[config.mk]
export PLATFORM = sky130hd
export DESIGN_NAME = sif_set_mem
export DESIGN_NICKNAME = d
export VERILOG_FILES = /design/src/design/sif_pkg.sv /design/src/design/sif_set_mem.sv
export SDC_FILE = /design/constraint.sdc
export NUM_CORES = 2
export LEC_CHECK = 0
export ABC_AREA = 1
export BUFFER_PORTS_ARGS = -buffer_cell sky130_fd_sc_hd__buf_4
export CAP_MARGIN = 25
export CORE_UTILIZATION = 47
export CTS_CLUSTER_DIAMETER = 120
export DETAILED_ROUTE_END_ITERATION = 7
export PLACE_DENSITY = 0.62
export SYNTH_ARGS = -nofsm -noshare
export SYNTH_HDL_FRONTEND = slang
export SYNTH_SLANG_ARGS = --single-unit
[constraint.sdc]
create_clock -name clk -period 5.5 [get_ports clk]
set_input_delay 0.825 -clock clk [delete_from_list [all_inputs] [get_ports clk]]
set_output_delay 0.825 -clock clk [all_outputs]
set_load 0.005 [all_outputs]
[src/design/sif_pkg.sv]
package sif_pkg;

  localparam int unsigned VALUE_W = 32;
  localparam int unsigned OP_W    = 2;

  // Operation codes
  localparam logic [OP_W-1:0] OP_LOAD_FIRST  = 2'd0;
  localparam logic [OP_W-1:0] OP_LOAD_SECOND = 2'd1;
  localparam logic [OP_W-1:0] OP_COMPUTE     = 2'd2;

  // One result beat
  typedef struct packed {
    logic signed [VALUE_W-1:0] common_value;
    logic                      empty_result;
    logic                      from_second_set;
    logic                      last_result;
  } res_t;

endpackage

[src/design/sif_set_mem.sv]
module sif_set_mem
  import sif_pkg::*;
#(
  parameter int unsigned DEPTH = 64,
  parameter int unsigned AW    = 6
) (
  input  logic                      clk,
  input  logic                      wr_en,
  input  logic [AW-1:0]             wr_addr,
  input  logic signed [VALUE_W-1:0] wr_data,
  input  logic                      rd_en,
  input  logic [AW-1:0]             rd_addr,
  output logic signed [VALUE_W-1:0] rd_data
);

  logic signed [VALUE_W-1:0] mem [DEPTH];
  logic signed [VALUE_W-1:0] rd_data_r;

  // Write port
  always_ff @(posedge clk) begin
    if (wr_en) begin
      mem[wr_addr] <= wr_data;
    end
  end

  // Registered read, held while no read is issued
  always_ff @(posedge clk) begin
    if (rd_en) begin
      rd_data_r <= mem[rd_addr];
    end
  end

  assign rd_data = rd_data_r;

endmodule

==> results.cfg <==
[cts]
cts_buffer_depth = 3
path_clk_slew_ns = 0.06
clock_sinks = 2080
tritoncts = built
cts_setup_buffers = 0
hold_buffers = 0
cts_buffers = 208
clock_latency_ns = 0.84
post_cts_resized = 0
h-tree-depth = 4
clockRootBuffer = clkbuf_16

[critical_path]
r2r_slack_ns = 3.61
r2r_cells = 8
path_max_fanout = 187
r2r-end = rd_data[15]
cp-start-kind = input port
reg2reg_from = mem[47][15]
cp-end-kind = register
setup.worst_path.class = input port to register
cp.arrival_ns = 3.63
worstPathRequired_ns = 6.19

[yosys]
synth_area_leaders = edfxtp_1 (75%), nand3_1 (11%), nand2_1 (10%)
synth_fp_nets = 6816
syn_area_sq_mm = 0.0831
ys_warn_count = 0
syn_inst = 6769
synth_top_area_share_pct = 75.2
ys_seq_elements = 2080
yosysTopAreaCell = edfxtp_1
avgSynthCellArea_sq_um = 12.3
ys_types = 15
synth-seq-area-share_pct = 75.2

[min_path]
hold_path_class = input port to register
min_to = mem[51][16]
hold_depth = 1
min_from = wr_data[16]

[power_and_ir_drop]
combPwrFrac_pct = 6.3
p_int_mw = 25.7
p_sw_mw = 7.62
ir_drop_uv = 350
p_leak_nw = 32.4
power.density_mw_per_mm2 = 359
p_seq_share_pct = 53.0
switching_share_pct = 22.9
clock_power_share_pct = 40.7

[timing]
fin_crit_ns = 2.94
max_freq_mhz = 340
rsz0062_at_grt = no
worst_slew_margin_rel_pct = 26.8
hold_violations = 0
tightest_slew_ns = 1.10
finalCritPeriodShare_pct = 53.5
finalSetupViolCount = 0
slew_viol_final = 0
finClkSkew_ns = 0.0320
fin_tns_setup_ns = 0

[routing]
routedWlPerCell_um = 26.3
ant_nets = 0
routed-via-count = 54000
drt-total-wl_um = 243000
drc = 0
dr.pass1.iters = 8
drt_iter0_drc = 7517
routed_via_density = 5.84

[placement]
dp_hpwl_um = 129000
placed_area_sq_mm = 0.0864
port_buffers = 78
place.gp.congestion = 0.866

[global_route]
grt_pass1_vias = 50300
overflow = 0
grt.total_usage_pct = 26.9
antenna_found_initial = 16
grt_pass1_wl_um = 352000
grt_start_max_net_pins = 188

[run]
maxCapViolations = 0

[die]
num_rows = 153
core_area_sq_mm = 0.175
io_pins = 79
die_w_um = 422
fp.dieArea_sq_mm = 0.178
initial_core_util_pct = 47.5
die_y_um = 422

[finish]
layout.nets = 6798
final_area_sq_mm = 0.0929
drive_gt1_share_pct = 8.14
syn_to_final_growth_pct = 11.9

[status]
status = completed
==> how the worst max path moves through the flow <==
stage,from,to,cells after the start
after detailed placement,rd_addr[0],rd_data[19],12
after global routing,rd_addr[0],rd_data[19],12
after floorplan,wr_en,mem[48][0],3
after global placement,wr_addr[2],mem[57][19],4
final,rd_addr[0],rd_data[19],12
after CTS,rd_addr[0],rd_data[19],12
==> state kept, by name, summed over array words and instances, names as in the netlist <==
name     count
rd_data     32
mem       2048
==> power groups by stage <==
stage	logic [mW]	registers (mW)	clock network, mW
floorplan	1.08	17.9	0
global placement	2.06	18.0	0
detailed placement	2.08	18.0	0
CTS	2.09	17.6	13.7
global route	2.26	17.6	14.3
finish	2.11	17.6	13.6
==> layout by cell type (no fill, tap or decap), types with 4 or more instances in the layout <==
master     count
nand2_1     2248
edfxtp_1    2080
nand3_1     1907
clkbuf_16    213
buf_4        172
clkbuf_1      60
nor2_4        56
clkinv_1      51
buf_12        42
clkinv_2      36
bufinv_16     12
nand4_1        9
nor4_2         8
inv_1          7
inv_6          5
clkinv_8       4
buf_8          4
==> through the flow <==
stage,utilization [%],setup slack [ns],hold WS (ns),power (mW),instances
after detailed placement,49.4,1.80,0.852,20.1,8862
after global routing,53.2,2.46,0.253,34.2,9253
final,53.2,2.56,0.259,33.3,9254
after global placement,49.3,1.69,0.858,20.0,8849
after floorplan,-,0.545,0.797,19.0,6769
after CTS,53.1,2.67,0.226,33.4,9247
==> critical path, stage by stage <==
cell and delay, ns:
buf_8 0.19, inv_16 0.51, buf_12 0.38, buf_4 0.35, nand2_1 0.08, nand3_1 0.07
nand3_1 0.07, nand3_1 0.16, nand3_1 0.23, nand2_1 0.17, nand2_1 0.12, nand2_1 0.10
==> layout make-up <==
class / count / area (sq um)
Clock inverter: 112 / 895
Clock buffer: 273 / 5560
Inverter: 12 / 81.3
Fill cell: 14400 / 81800
Antenna cell: 3 / 7.51
Sequential cell: 2080 / 62500
Multi-Input combinational cell: 4228 / 18800
Tap cell: 2325 / 2910
Timing Repair Buffer: 221 / 2260
==> logic make-up after synthesis <==
family / count (synthesis) / share of synthesized area, %
buffers and inverters: 461 / 2.77
flip-flops: 2080 / 75.2
AND/OR/NAND/NOR: 4228 / 22.0
==> cell usage after synthesis <==
cell type,count
buf_2,282
edfxtp_1,2080
nor2_1,56
nand4_1,9
clkbuf_1,77
inv_1,9
inv_4,1
buf_1,40
buf_8,2
nand2_1,2248
nand3_1,1907
inv_2,2
buf_4,45
buf_6,3
nor4_1,8
==> metal layers <==
layer | part of all wire (%) | vias up | GRT usage [%]
li1 | - | 24100 | -
met1 | 40 | 26700 | 38.2
met3 | 9.8 | 390 | 5.10
met4 | 4.2 | 0 | 11.0
met2 | 46 | 2740 | 41.0
met5 | 0 | - | 0
(Power assumes the default switching activity.)
