==> src/design/sif_pkg.sv <==
package sif_pkg;

  localparam int unsigned VALUE_W = 32;
  localparam int unsigned OP_W    = 2;

  // Operation codes
  localparam logic [OP_W-1:0] OP_LOAD_FIRST  = 2'd0;
  localparam logic [OP_W-1:0] OP_LOAD_SECOND = 2'd1;
  localparam logic [OP_W-1:0] OP_COMPUTE     = 2'd2;

  // One result beat
  typedef struct packed {
    logic signed [VALUE_W-1:0] common_value;
    logic                      empty_result;
    logic                      from_second_set;
    logic                      last_result;
  } res_t;

endpackage

==> src/design/sif_out_reg.sv <==
module sif_out_reg
  import sif_pkg::*;
(
  input  logic                      clk,
  input  logic                      rst_n,
  input  logic                      push,
  input  res_t                      res,
  output logic                      free,
  output logic                      out_valid,
  input  logic                      out_ready,
  output logic signed [VALUE_W-1:0] out_common_value,
  output logic                      out_empty_result,
  output logic                      out_from_second_set,
  output logic                      out_last_result
);

  logic vld_r;
  logic vld_nxt;
  res_t res_r;

  // Slot can take a beat when empty or when its beat leaves this cycle
  assign free = !vld_r || out_ready;

  always_comb begin
    vld_nxt = vld_r;
    if (push) begin
      vld_nxt = 1'b1;
    end else if (out_ready) begin
      vld_nxt = 1'b0;
    end
  end

  always_ff @(posedge clk) begin
    if (!rst_n) begin
      vld_r <= 1'b0;
    end else begin
      vld_r <= vld_nxt;
    end
  end

  // Load payload on push
  always_ff @(posedge clk) begin
    if (push) begin
      res_r <= res;
    end
  end

  assign out_valid           = vld_r;
  assign out_common_value    = res_r.common_value;
  assign out_empty_result    = res_r.empty_result;
  assign out_from_second_set = res_r.from_second_set;
  assign out_last_result     = res_r.last_result;

endmodule
==> config.mk <==
export PLATFORM = sky130hd
export DESIGN_NAME = sif_out_reg
export DESIGN_NICKNAME = d
export VERILOG_FILES = /design/src/design/sif_pkg.sv /design/src/design/sif_out_reg.sv
export SDC_FILE = /design/constraint.sdc
export NUM_CORES = 1
export LEC_CHECK = 0
export BUFFER_PORTS_ARGS = -buffer_cell sky130_fd_sc_hd__buf_2
export CAP_MARGIN = 40
export CORE_MARGIN = 2
export CORE_UTILIZATION = 42
export DETAILED_ROUTE_END_ITERATION = 12
export HOLD_SLACK_MARGIN = 0.05
export PLACE_DENSITY = 0.78
export SLEW_MARGIN = 5
export SYNTH_ARGS = -nofsm -noshare
export SYNTH_HDL_FRONTEND = slang
export SYNTH_SLANG_ARGS = --single-unit
==> constraint.sdc <==
create_clock -name clk -period 0.98 [get_ports clk]
set_input_delay 0 -clock clk [delete_from_list [all_inputs] [get_ports clk]]
set_output_delay 0 -clock clk [all_outputs]
set_load 0.02 [all_outputs]
==> metrics.md, run 1 <==
| Metric | Value |
|---|---|
| Status | `finished clean` |
| I/O pins | `between 70 and 80` |
| Overflow after GRT | `0` |
| Largest net degree at the start of global routing | `37` |
| Sink of the worst hold path | `out_valid` |
| YS warnings | `0` |
| Clk sinks | `36` |
| Synthesis-to-layout area growth | `77.6%` |
| Die area | `3040 um2` |
| Clk Latency, worst-skew pair | `roughly 0.33 ns` |
| CTS tree | `done` |
| Share of cells above drive strength 1 | `a little over half` |
| DRC viols | `0` |
| Worst hold stages | `4` |
| Min-Delay Startpoint | `push` |
| Worst-path clk slew | `about 0.090 ns` |
| GRT Util Overall | `20.1%` |
| Setup TNS | `0 ns` |
| Library cells used by synthesis | `5` |
| Initial antenna violation count | `0` |
| Clk_skew | `0 ns` |
| P_leak | `0.853 nW` |
| Final std cells w/o fill | `190` |
| Worst-margin pin slew | `0.186 ns` |
| Routed Antenna Nets | `0` |
| # setup viols final | `0` |
| Max VDD drop | `1.11 mV` |
| FP Rows | `18` |
| Post-CTS setup-driven buffer insertion count | `0` |
| Reg-to-reg endpoint | `out_valid` |
| Worst EP required | `0.98 ns` |
| R2R setup slack | `approximately 0.39 ns` |
| Synthesized area per cell | `~28 um2` |
| H-tree Lvls | `2` |
| Initial DRC count | `23` |
| Antenna Cells | `0` |
| Clk root buf | `clkbuf_4` |
| Critical Path End Type | `output pin` |
| Worst EP arrival | `0.94 ns` |
| Cell Pwr Density | `1580 nW/um2` |
| Slew HR | `between 80% and 90%` |
| Vias in the first global route | `roughly 800` |
| Cells after Synth | `39` |
| Final count of hold timing violations | `0` |
| Slew Viols, Final | `0` |
| Commonest non-fill, non-tap cells in the layout | `75 x buf_2, 37 x dlygate4sd3_1, 35 x edfxtp_1` |
| RSZ-0062 raised after global routing | `false` |
| DIE HEIGHT | `about 55 um` |
| Via density | `approximately 4.5` |
| I/O Buffers | `75` |
| DR WL/cell | `around 16 um` |
| Synth Net Count | `78` |
| Final-stage net count | `~200` |
| First-pass GRT wire length | `around 3700 um` |
| TritonCTS Buffers | `5` |
| Mapped cell area | `1100 um2` |
| Vias | `between 800 and 900` |
| CP Class | `in2out` |
| Core box area | `between 2000 and 2500 um2` |
| HP Class | `in2reg` |
| Die extent in x | `55.2 um` |
| Max-cap violations | `0` |
| Min Tclk post-route | `between 0.9 and 1 ns` |
| Final core occ | `between 70% and 80%` |
| Crit path max fanout | `2` |
| Placed cells | `~150` |
| Period Utilization, post-route | `95.8%` |
| CTS max path bufs | `2` |
| Commonest non-fill, non-tap cell in the layout | `buf_2` |
| DRT Pass-1 Iters | `4` |
| Reg2Reg Depth | `2` |
| Top achievable clock speed | `1070 MHz` |
| Routability-driven placement congestion ratio | `approximately 0.58` |
| FF+latch count, synth | `36` |
| Seq/Total Area, Yosys | `a little over nine tenths` |
| Reg2Reg Launch Point | `out_valid` |
| CP Launch Type | `primary input` |
| Initial Util | `~44%` |
| Drt total wl | `between 2000 and 3000 um` |
## state kept, by name, summed over array words and instances (netlist names)
register / cells
out_last_result: 1
out_from_second_set: 1
out_valid: 1
out_common_value: 32
out_empty_result: 1
## where the power goes
part           leakage (nW)  switching, mW  internal [mW]  total (mW)
sequential            0.351         0.0356           1.82        1.86
clock                0.0269          0.441          0.276       0.716
combinational         0.475          0.272          0.240       0.512
## synth_stat cells
library cell,instances,area (um2)
edfxtp_1,35,1050
a21boi_2,1,11.3
dfxtp_1,1,20.0
inv_1,1,3.75
nand2b_4,1,13.8
## worst max-delay path by stage
stage                                     from  depth (start not counted)              endpoint  slack, ns
after detailed placement                  push                          2       out_last_result       0.34
after global placement                    push                          2      out_empty_result       0.36
after CTS                            out_valid                          2                  free       0.02
after global routing      out_common_value[23]                          1  out_common_value[23]       0.02
final                                out_ready                          4                  free       0.04
after floorplan                      out_valid                          2             out_valid       0.21
## through the flow
stage	hold slack, ns	power [mW]	instance area [um2]	setup WS (ns)
CTS	0.108	3.11	1950	0.0236
global placement	0.177	2.26	1530	0.355
global route	0.119	3.22	1950	0.0211
floorplan	0.0989	2.06	1100	0.206
finish	0.122	3.08	1950	0.0414
detailed placement	0.178	2.28	1530	0.341
## kinds of logic after synthesis
logic type	after synthesis	share of synthesized area, %
flops	36	97.4
compound gates	1	1.02
simple gates	1	1.25
buf+inv	1	0.341
## final cells by class
class	count	area, um2
Sequential cell	36	1070
Timing Repair Buffer	113	766
Clock buffer	7	45.0
Tap cell	30	37.5
Clock inverter	1	3.75
Fill cell	132	524
Inverter	1	3.75
Multi-Input combinational cell	2	25.0
## repair_timing
action / in CTS / in global routing
setup endpoints to repair: 0 / 1
endpoints found under the hold margin: 36 / 0
hold buffers: 37 / 0
resized for setup: 0 / 1
## worst max-delay path, cell delays in order
cell           delay, ns
dlygate4sd3_1       0.54
buf_2               0.12
nand2b_4            0.13
buf_2               0.15
## routing by layer
layer / vias to the layer above / track usage (%) / wire length (um)
li1: 393 / - / -
met1: 399 / 19.8 / 1030
met5: - / 0 / 0
met4: 0 / 14.6 / 92
met2: 59 / 36.3 / 1570
met3: 9 / 4.84 / 266
(Power assumes the default switching activity.)
==> run 2: changes to the inputs <==
--- a/config.mk
+++ b/config.mk
@@ -7,11 +7,13 @@
 export LEC_CHECK = 0
 export BUFFER_PORTS_ARGS = -buffer_cell sky130_fd_sc_hd__buf_2
 export CAP_MARGIN = 40
+export CELL_PAD_IN_SITES_DETAIL_PLACEMENT = 0
+export CELL_PAD_IN_SITES_GLOBAL_PLACEMENT = 1
 export CORE_MARGIN = 2
-export CORE_UTILIZATION = 42
+export CORE_UTILIZATION = 33
 export DETAILED_ROUTE_END_ITERATION = 12
 export HOLD_SLACK_MARGIN = 0.05
-export PLACE_DENSITY = 0.78
+export PLACE_DENSITY_LB_ADDON = 0.1
 export SLEW_MARGIN = 5
 export SYNTH_ARGS = -nofsm -noshare
 export SYNTH_HDL_FRONTEND = slang
==> metrics.md, run 2 (synthesized netlist as in run 1, its figures left out) <==
| Metric | Value |
|---|---|
| WP buf/inv | `3` |
| Reg2Reg Launch Point | `out_valid` |
| Total power | `3.06 mW` |
| Initial Util | `35.4%` |
| Worst EP required | `0.98 ns` |
| Worst-margin pin slew | `~0.19 ns` |
| H-tree Lvls | `2` |
| Period Utilization, post-route | `a little over nine tenths` |
| Synthesis-to-layout area growth | `79.2%` |
| Routability-driven placement congestion ratio | `roughly 0.65` |
| Top achievable clock speed | `about 1000 MHz` |
| Placed cells | `between 150 and 200` |
| Commonest non-fill, non-tap cells in the layout | `75 x buf_2, 37 x dlygate4sd3_1, 35 x edfxtp_1` |
| Worst hold slack | `roughly 0.13 ns` |
| Slew HR | `87.4%` |
| Vias in the first global route | `between 800 and 900` |
| Top delay family on crit path | `buffers and inverters` |
| Slew Viols, Final | `0` |
| Crit path max fanout | `2` |
| CTS tree | `done` |
| Commonest non-fill, non-tap cell in the layout | `buf_2` |
| Critical path depth in cells | `4` |
| Worst hold stages | `4` |
| GRT Util Overall | `13.9%` |
| Worst setup margin | `around 0.018 ns` |
| Crit-path cells | `dlygate4sd3_1, buf_2, nand2b_4, buf_2` |
| Met3 WL post-DR | `~240 um` |
| Post-CTS setup-driven buffer insertion count | `0` |
| Max reg flops | `32` |
| Clk sinks | `36` |
| Cell Pwr Density | `around 1600 nW/um2` |
| Max VDD drop | `around 0.80 mV` |
| Setup TNS | `0 ns` |
| CP Class | `in2out` |
| DRC viols | `0` |
| Drt total wl | `about 2600 um` |
| Die extent in x | `roughly 62 um` |
| Post-route cell area | `about 2000 um2` |
| Most used cell, CP | `buf_2` |
| Routed Antenna Nets | `0` |
| DIE HEIGHT | `a little over 60 um` |
| Share of cells above drive strength 1 | `a little over half` |
| Initial antenna violation count | `0` |
| DP Worst Slack | `~0.34 ns` |
| Placed cell areas | `1550 um2` |
| Clk Latency, worst-skew pair | `roughly 0.32 ns` |
| Antenna Cells | `0` |
| P_leak | `~0.85 nW` |
| Layout fillers | `between 200 and 300` |
| FP Rows | `20` |
| Status | `finished clean` |
| RSZ-0062 raised after global routing | `false` |
| Clk_skew | `0 ns` |
| Max-cap violations | `0` |
| Largest net degree at the start of global routing | `37` |
| Clk root buf | `clkbuf_4` |
| HP Class | `in2reg` |
| # setup viols final | `0` |
| CP endpoint | `free` |
| Initial DRC count | `8` |
| Reg2Reg Depth | `2` |
| Wire length on met1 | `about 860 um` |
| Final count of hold timing violations | `0` |
| Worst EP arrival | `0.96 ns` |
| Via density | `approximately 4.0` |
| Final std cells w/o fill | `just over 200` |
| Die area | `3810 um2` |
| CP Launch Type | `primary input` |
| R2R setup slack | `approximately 0.36 ns` |
| Metal2 WL | `around 1400 um` |
| TritonCTS Buffers | `5` |
| Critical Path Source | `out_ready` |
| Worst-path clk slew | `~0.09 ns` |
| DRT Pass-1 Iters | `4` |
| Final core occ | `between 60% and 70%` |
| Slowest cell delay on critical path | `about 0.54 ns` |
| Critical Path End Type | `output pin` |
| CTS max path bufs | `2` |
| I/O Buffers | `75` |
| Overflow after GRT | `0` |
| CP max stage cell | `dlygate4sd3_1` |
| Core box area | `3100 um2` |
| Vias | `822` |
| I/O pins | `76` |
| DR WL/cell | `approximately 13 um` |
| First-pass GRT wire length | `~3600 um` |
| Reg-to-reg endpoint | `out_valid` |
| Top routing layer used | `met4` |
| Final-stage net count | `around 200` |
| Min Tclk post-route | `0.962 ns` |
## run 2: cell counts in the layout (fill, tap and decap cells not counted)
Identical to the previous run, type by type.
## run 2: layer usage
layer	up-vias	GRT usage (%)
met1	373	11.5
met2	51	27.2
li1	394	-
met3	4	6.21
met4	0	6.38
met5	-	0
## run 2: what timing repair did
item / CTS / global route
gates resized for setup: 0 / 1
hold buffers: 37 / 0
endpoints found under the hold margin: 36 / 0
setup endpoints to repair: 0 / 1
## run 2: tightest hold or removal path: stages
cell	delay [ns]
buf_2	0.12
buf_12	0.17
inv_1	0.08
a21boi_2	0.05
## run 2: final cells by class
class	instances	area, um2	area share [%]
sequential	36	1070	54.4
clock inverter	1	3.75	0.190
multi-input combinational	2	25.0	1.27
timing repair buffer	113	766	38.9
clock buffer	7	45.0	2.29
inverter	1	3.75	0.190
tap	44	55.1	2.79
## run 2: report_power, final
part	switching [mW]	leakage [nW]	total [mW]	internal, mW
Combinational	0.267	0.475	0.507	0.240
Sequential	0.0277	0.351	1.85	1.82
Clock	0.427	0.0269	0.703	0.276
Total	0.722	0.853	3.06	2.34
## run 2: worst min path at each step
stage	start	to	slack, ns
after floorplan	res[3]	out_common_value[0]	0.1
after global placement	res[3]	out_common_value[0]	0.18
after detailed placement	res[31]	out_common_value[28]	0.18
after CTS	push	out_valid	0.12
after global routing	push	out_valid	0.12
final	push	out_valid	0.13
==> run 3: changes to the inputs <==
--- a/config.mk
+++ b/config.mk
@@ -14,6 +14,7 @@
 export DETAILED_ROUTE_END_ITERATION = 12
 export HOLD_SLACK_MARGIN = 0.05
 export PLACE_DENSITY_LB_ADDON = 0.1
+export SETUP_SLACK_MARGIN = 0.2
 export SLEW_MARGIN = 5
 export SYNTH_ARGS = -nofsm -noshare
 export SYNTH_HDL_FRONTEND = slang
==> metrics.md, run 3 (synthesized netlist as in run 1, its figures left out) <==
| Metric | Value |
|---|---|
| Status | `finished clean` |
| CTS tree | `done` |
| Worst-path clk slew | `0.09 ns` |
| # setup viols final | `0` |
| I/O pins | `76` |
| Min Tclk post-route | `0.880 ns` |
| WP buf/inv | `1` |
| Largest net degree at the start of global routing | `37` |
| Max-cap violations | `0` |
| DP Worst Slack | `between 0.3 and 0.4 ns` |
| Top delay family on crit path | `flip-flops` |
| Clk Latency, worst-skew pair | `about 0.31 ns` |
| Crit-path cells | `buf_6` |
| Final std cells w/o fill | `around 200` |
| CTS max path bufs | `2` |
| Setup TNS | `0 ns` |
| Vias | `roughly 830` |
| Worst EP required | `between 0.9 and 1 ns` |
| Total power | `between 3 and 4 mW` |
| Share of cells above drive strength 1 | `a little over half` |
| Clk_skew | `0 ns` |
| M2 GR Usage | `approximately 28%` |
| Slew Viols, Final | `0` |
| Multi-input gate area | `25.0 um2` |
| First-pass GRT wire length | `about 3500 um` |
| Via density | `4.07` |
| DIE HEIGHT | `between 60 and 70 um` |
| H-tree Lvls | `2` |
| Period Utilization, post-route | `~90%` |
| GR peak layer | `met2` |
| Critical Path End Type | `output pin` |
| DR WL/cell | `12.7 um` |
| Synthesis-to-layout area growth | `93.4%` |
| HP Class | `in2reg` |
| Top achievable clock speed | `1140 MHz` |
| FP Rows | `20` |
| Antenna Cells | `0` |
| GRT Util Overall | `13.7%` |
| Worst hold slack | `roughly 0.054 ns` |
| CP Launch Type | `register` |
| Initial Util | `between 30% and 40%` |
| Drt total wl | `between 2000 and 3000 um` |
| CP max stage cell | `edfxtp_1` |
| RSZ-0062 raised after global routing | `true` |
| Final-stage net count | `around 200` |
| Cell Pwr Density | `about 1500 nW/um2` |
| Worst EP arrival | `0.88 ns` |
| Met3 Resource Use GR | `between 6 and 7%` |
| Crit path max fanout | `1` |
| Clk sinks | `36` |
| CP Class | `reg2out` |
| Worst setup margin | `0.100 ns` |
| Reg area | `between 1000 and 1500 um2` |
| Slowest cell delay on critical path | `slightly above 0.4 ns` |
| Routability-driven placement congestion ratio | `approximately 0.65` |
| Initial antenna violation count | `0` |
| Die extent in x | `about 60 um` |
| Commonest non-fill, non-tap cells in the layout | `50 x buf_2, 36 x dlygate4sd3_1, 35 x edfxtp_1` |
| I/O Buffers | `between 70 and 80` |
| Core box area | `~3100 um2` |
| DRT Pass-1 Iters | `4` |
| Worst-margin pin slew | `0.186 ns` |
| Met1 Use GR | `about a tenth` |
| Max VDD drop | `between 0.8 and 0.9 mV` |
| Placed cell areas | `1550 um2` |
| Routed Antenna Nets | `0` |
| P_leak | `about 0.91 nW` |
| TritonCTS Buffers | `5` |
| Final core occ | `about two thirds` |
| Placed cells | `159` |
| Slew HR | `slightly below 90%` |
| # hold bufs at CTS | `36` |
| Post-route cell area | `around 2100 um2` |
| Max reg flops | `32` |
| Overflow after GRT | `0` |
| Commonest non-fill, non-tap cell in the layout | `buf_2` |
| Initial DRC count | `10` |
| Clk root buf | `clkbuf_4` |
| Final count of hold timing violations | `0` |
| Vias in the first global route | `about 870` |
| Layout fillers | `around 230` |
| Die area | `between 3000 and 4000 um2` |
| DRC viols | `0` |
## run 3: cell count changes in the layout (fill, tap and decap cells not counted), sizes merged
cell         previous run  this run
dlygate4sd3            37        36
buf                    76        77
## run 3: final timing paths
check                                            end  slack, ns  cells after the start            startpoint
worst max register to register             out_valid       0.24                      3             out_valid
worst min-delay path                       out_valid       0.05                      4             out_ready
worst max-delay path            out_common_value[19]       0.10                      1  out_common_value[19]
worst min register to register             out_valid       0.61                      3             out_valid
## run 3: power by group
group          internal (mW)  switching, mW
Sequential              1.82         0.0462
Clock                  0.276          0.420
Combinational          0.329          0.266
Total                   2.43          0.732
## run 3: what timing repair did
| action | in CTS | in global routing |
|---|---|---|
| resized for setup | 13 | 39 |
| endpoints found under the setup margin | 37 | 37 |
| hold endpoints to repair | 36 | 1 |
| buffers inserted | 0 | 1 |
## run 3: area by class of cell
cell class / count / share of cell area [%]
Clock buffer: 7 / 2.12
Clock inverter: 1 / 0.176
Inverter: 1 / 0.176
Multi-Input combinational cell: 2 / 1.18
Sequential cell: 36 / 50.5
Tap cell: 44 / 2.59
Timing Repair Buffer: 113 / 43.2
## run 3: worst reg2reg max path: cells and delay by family, from the launching register on
family	cells	cell delay [ns]
flip-flops	1	0.38
buffers and inverters	1	0.13
AND/OR/NAND/NOR	1	0.06
AO/OA/AOI/OAI	1	0.12
## run 3: layer usage
metal  part of all wire [%]  routed length [um]
met5                      0                   0
met2                     59                1530
met3                    8.7                 224
met1                     31                 798
met4                    1.2                  31
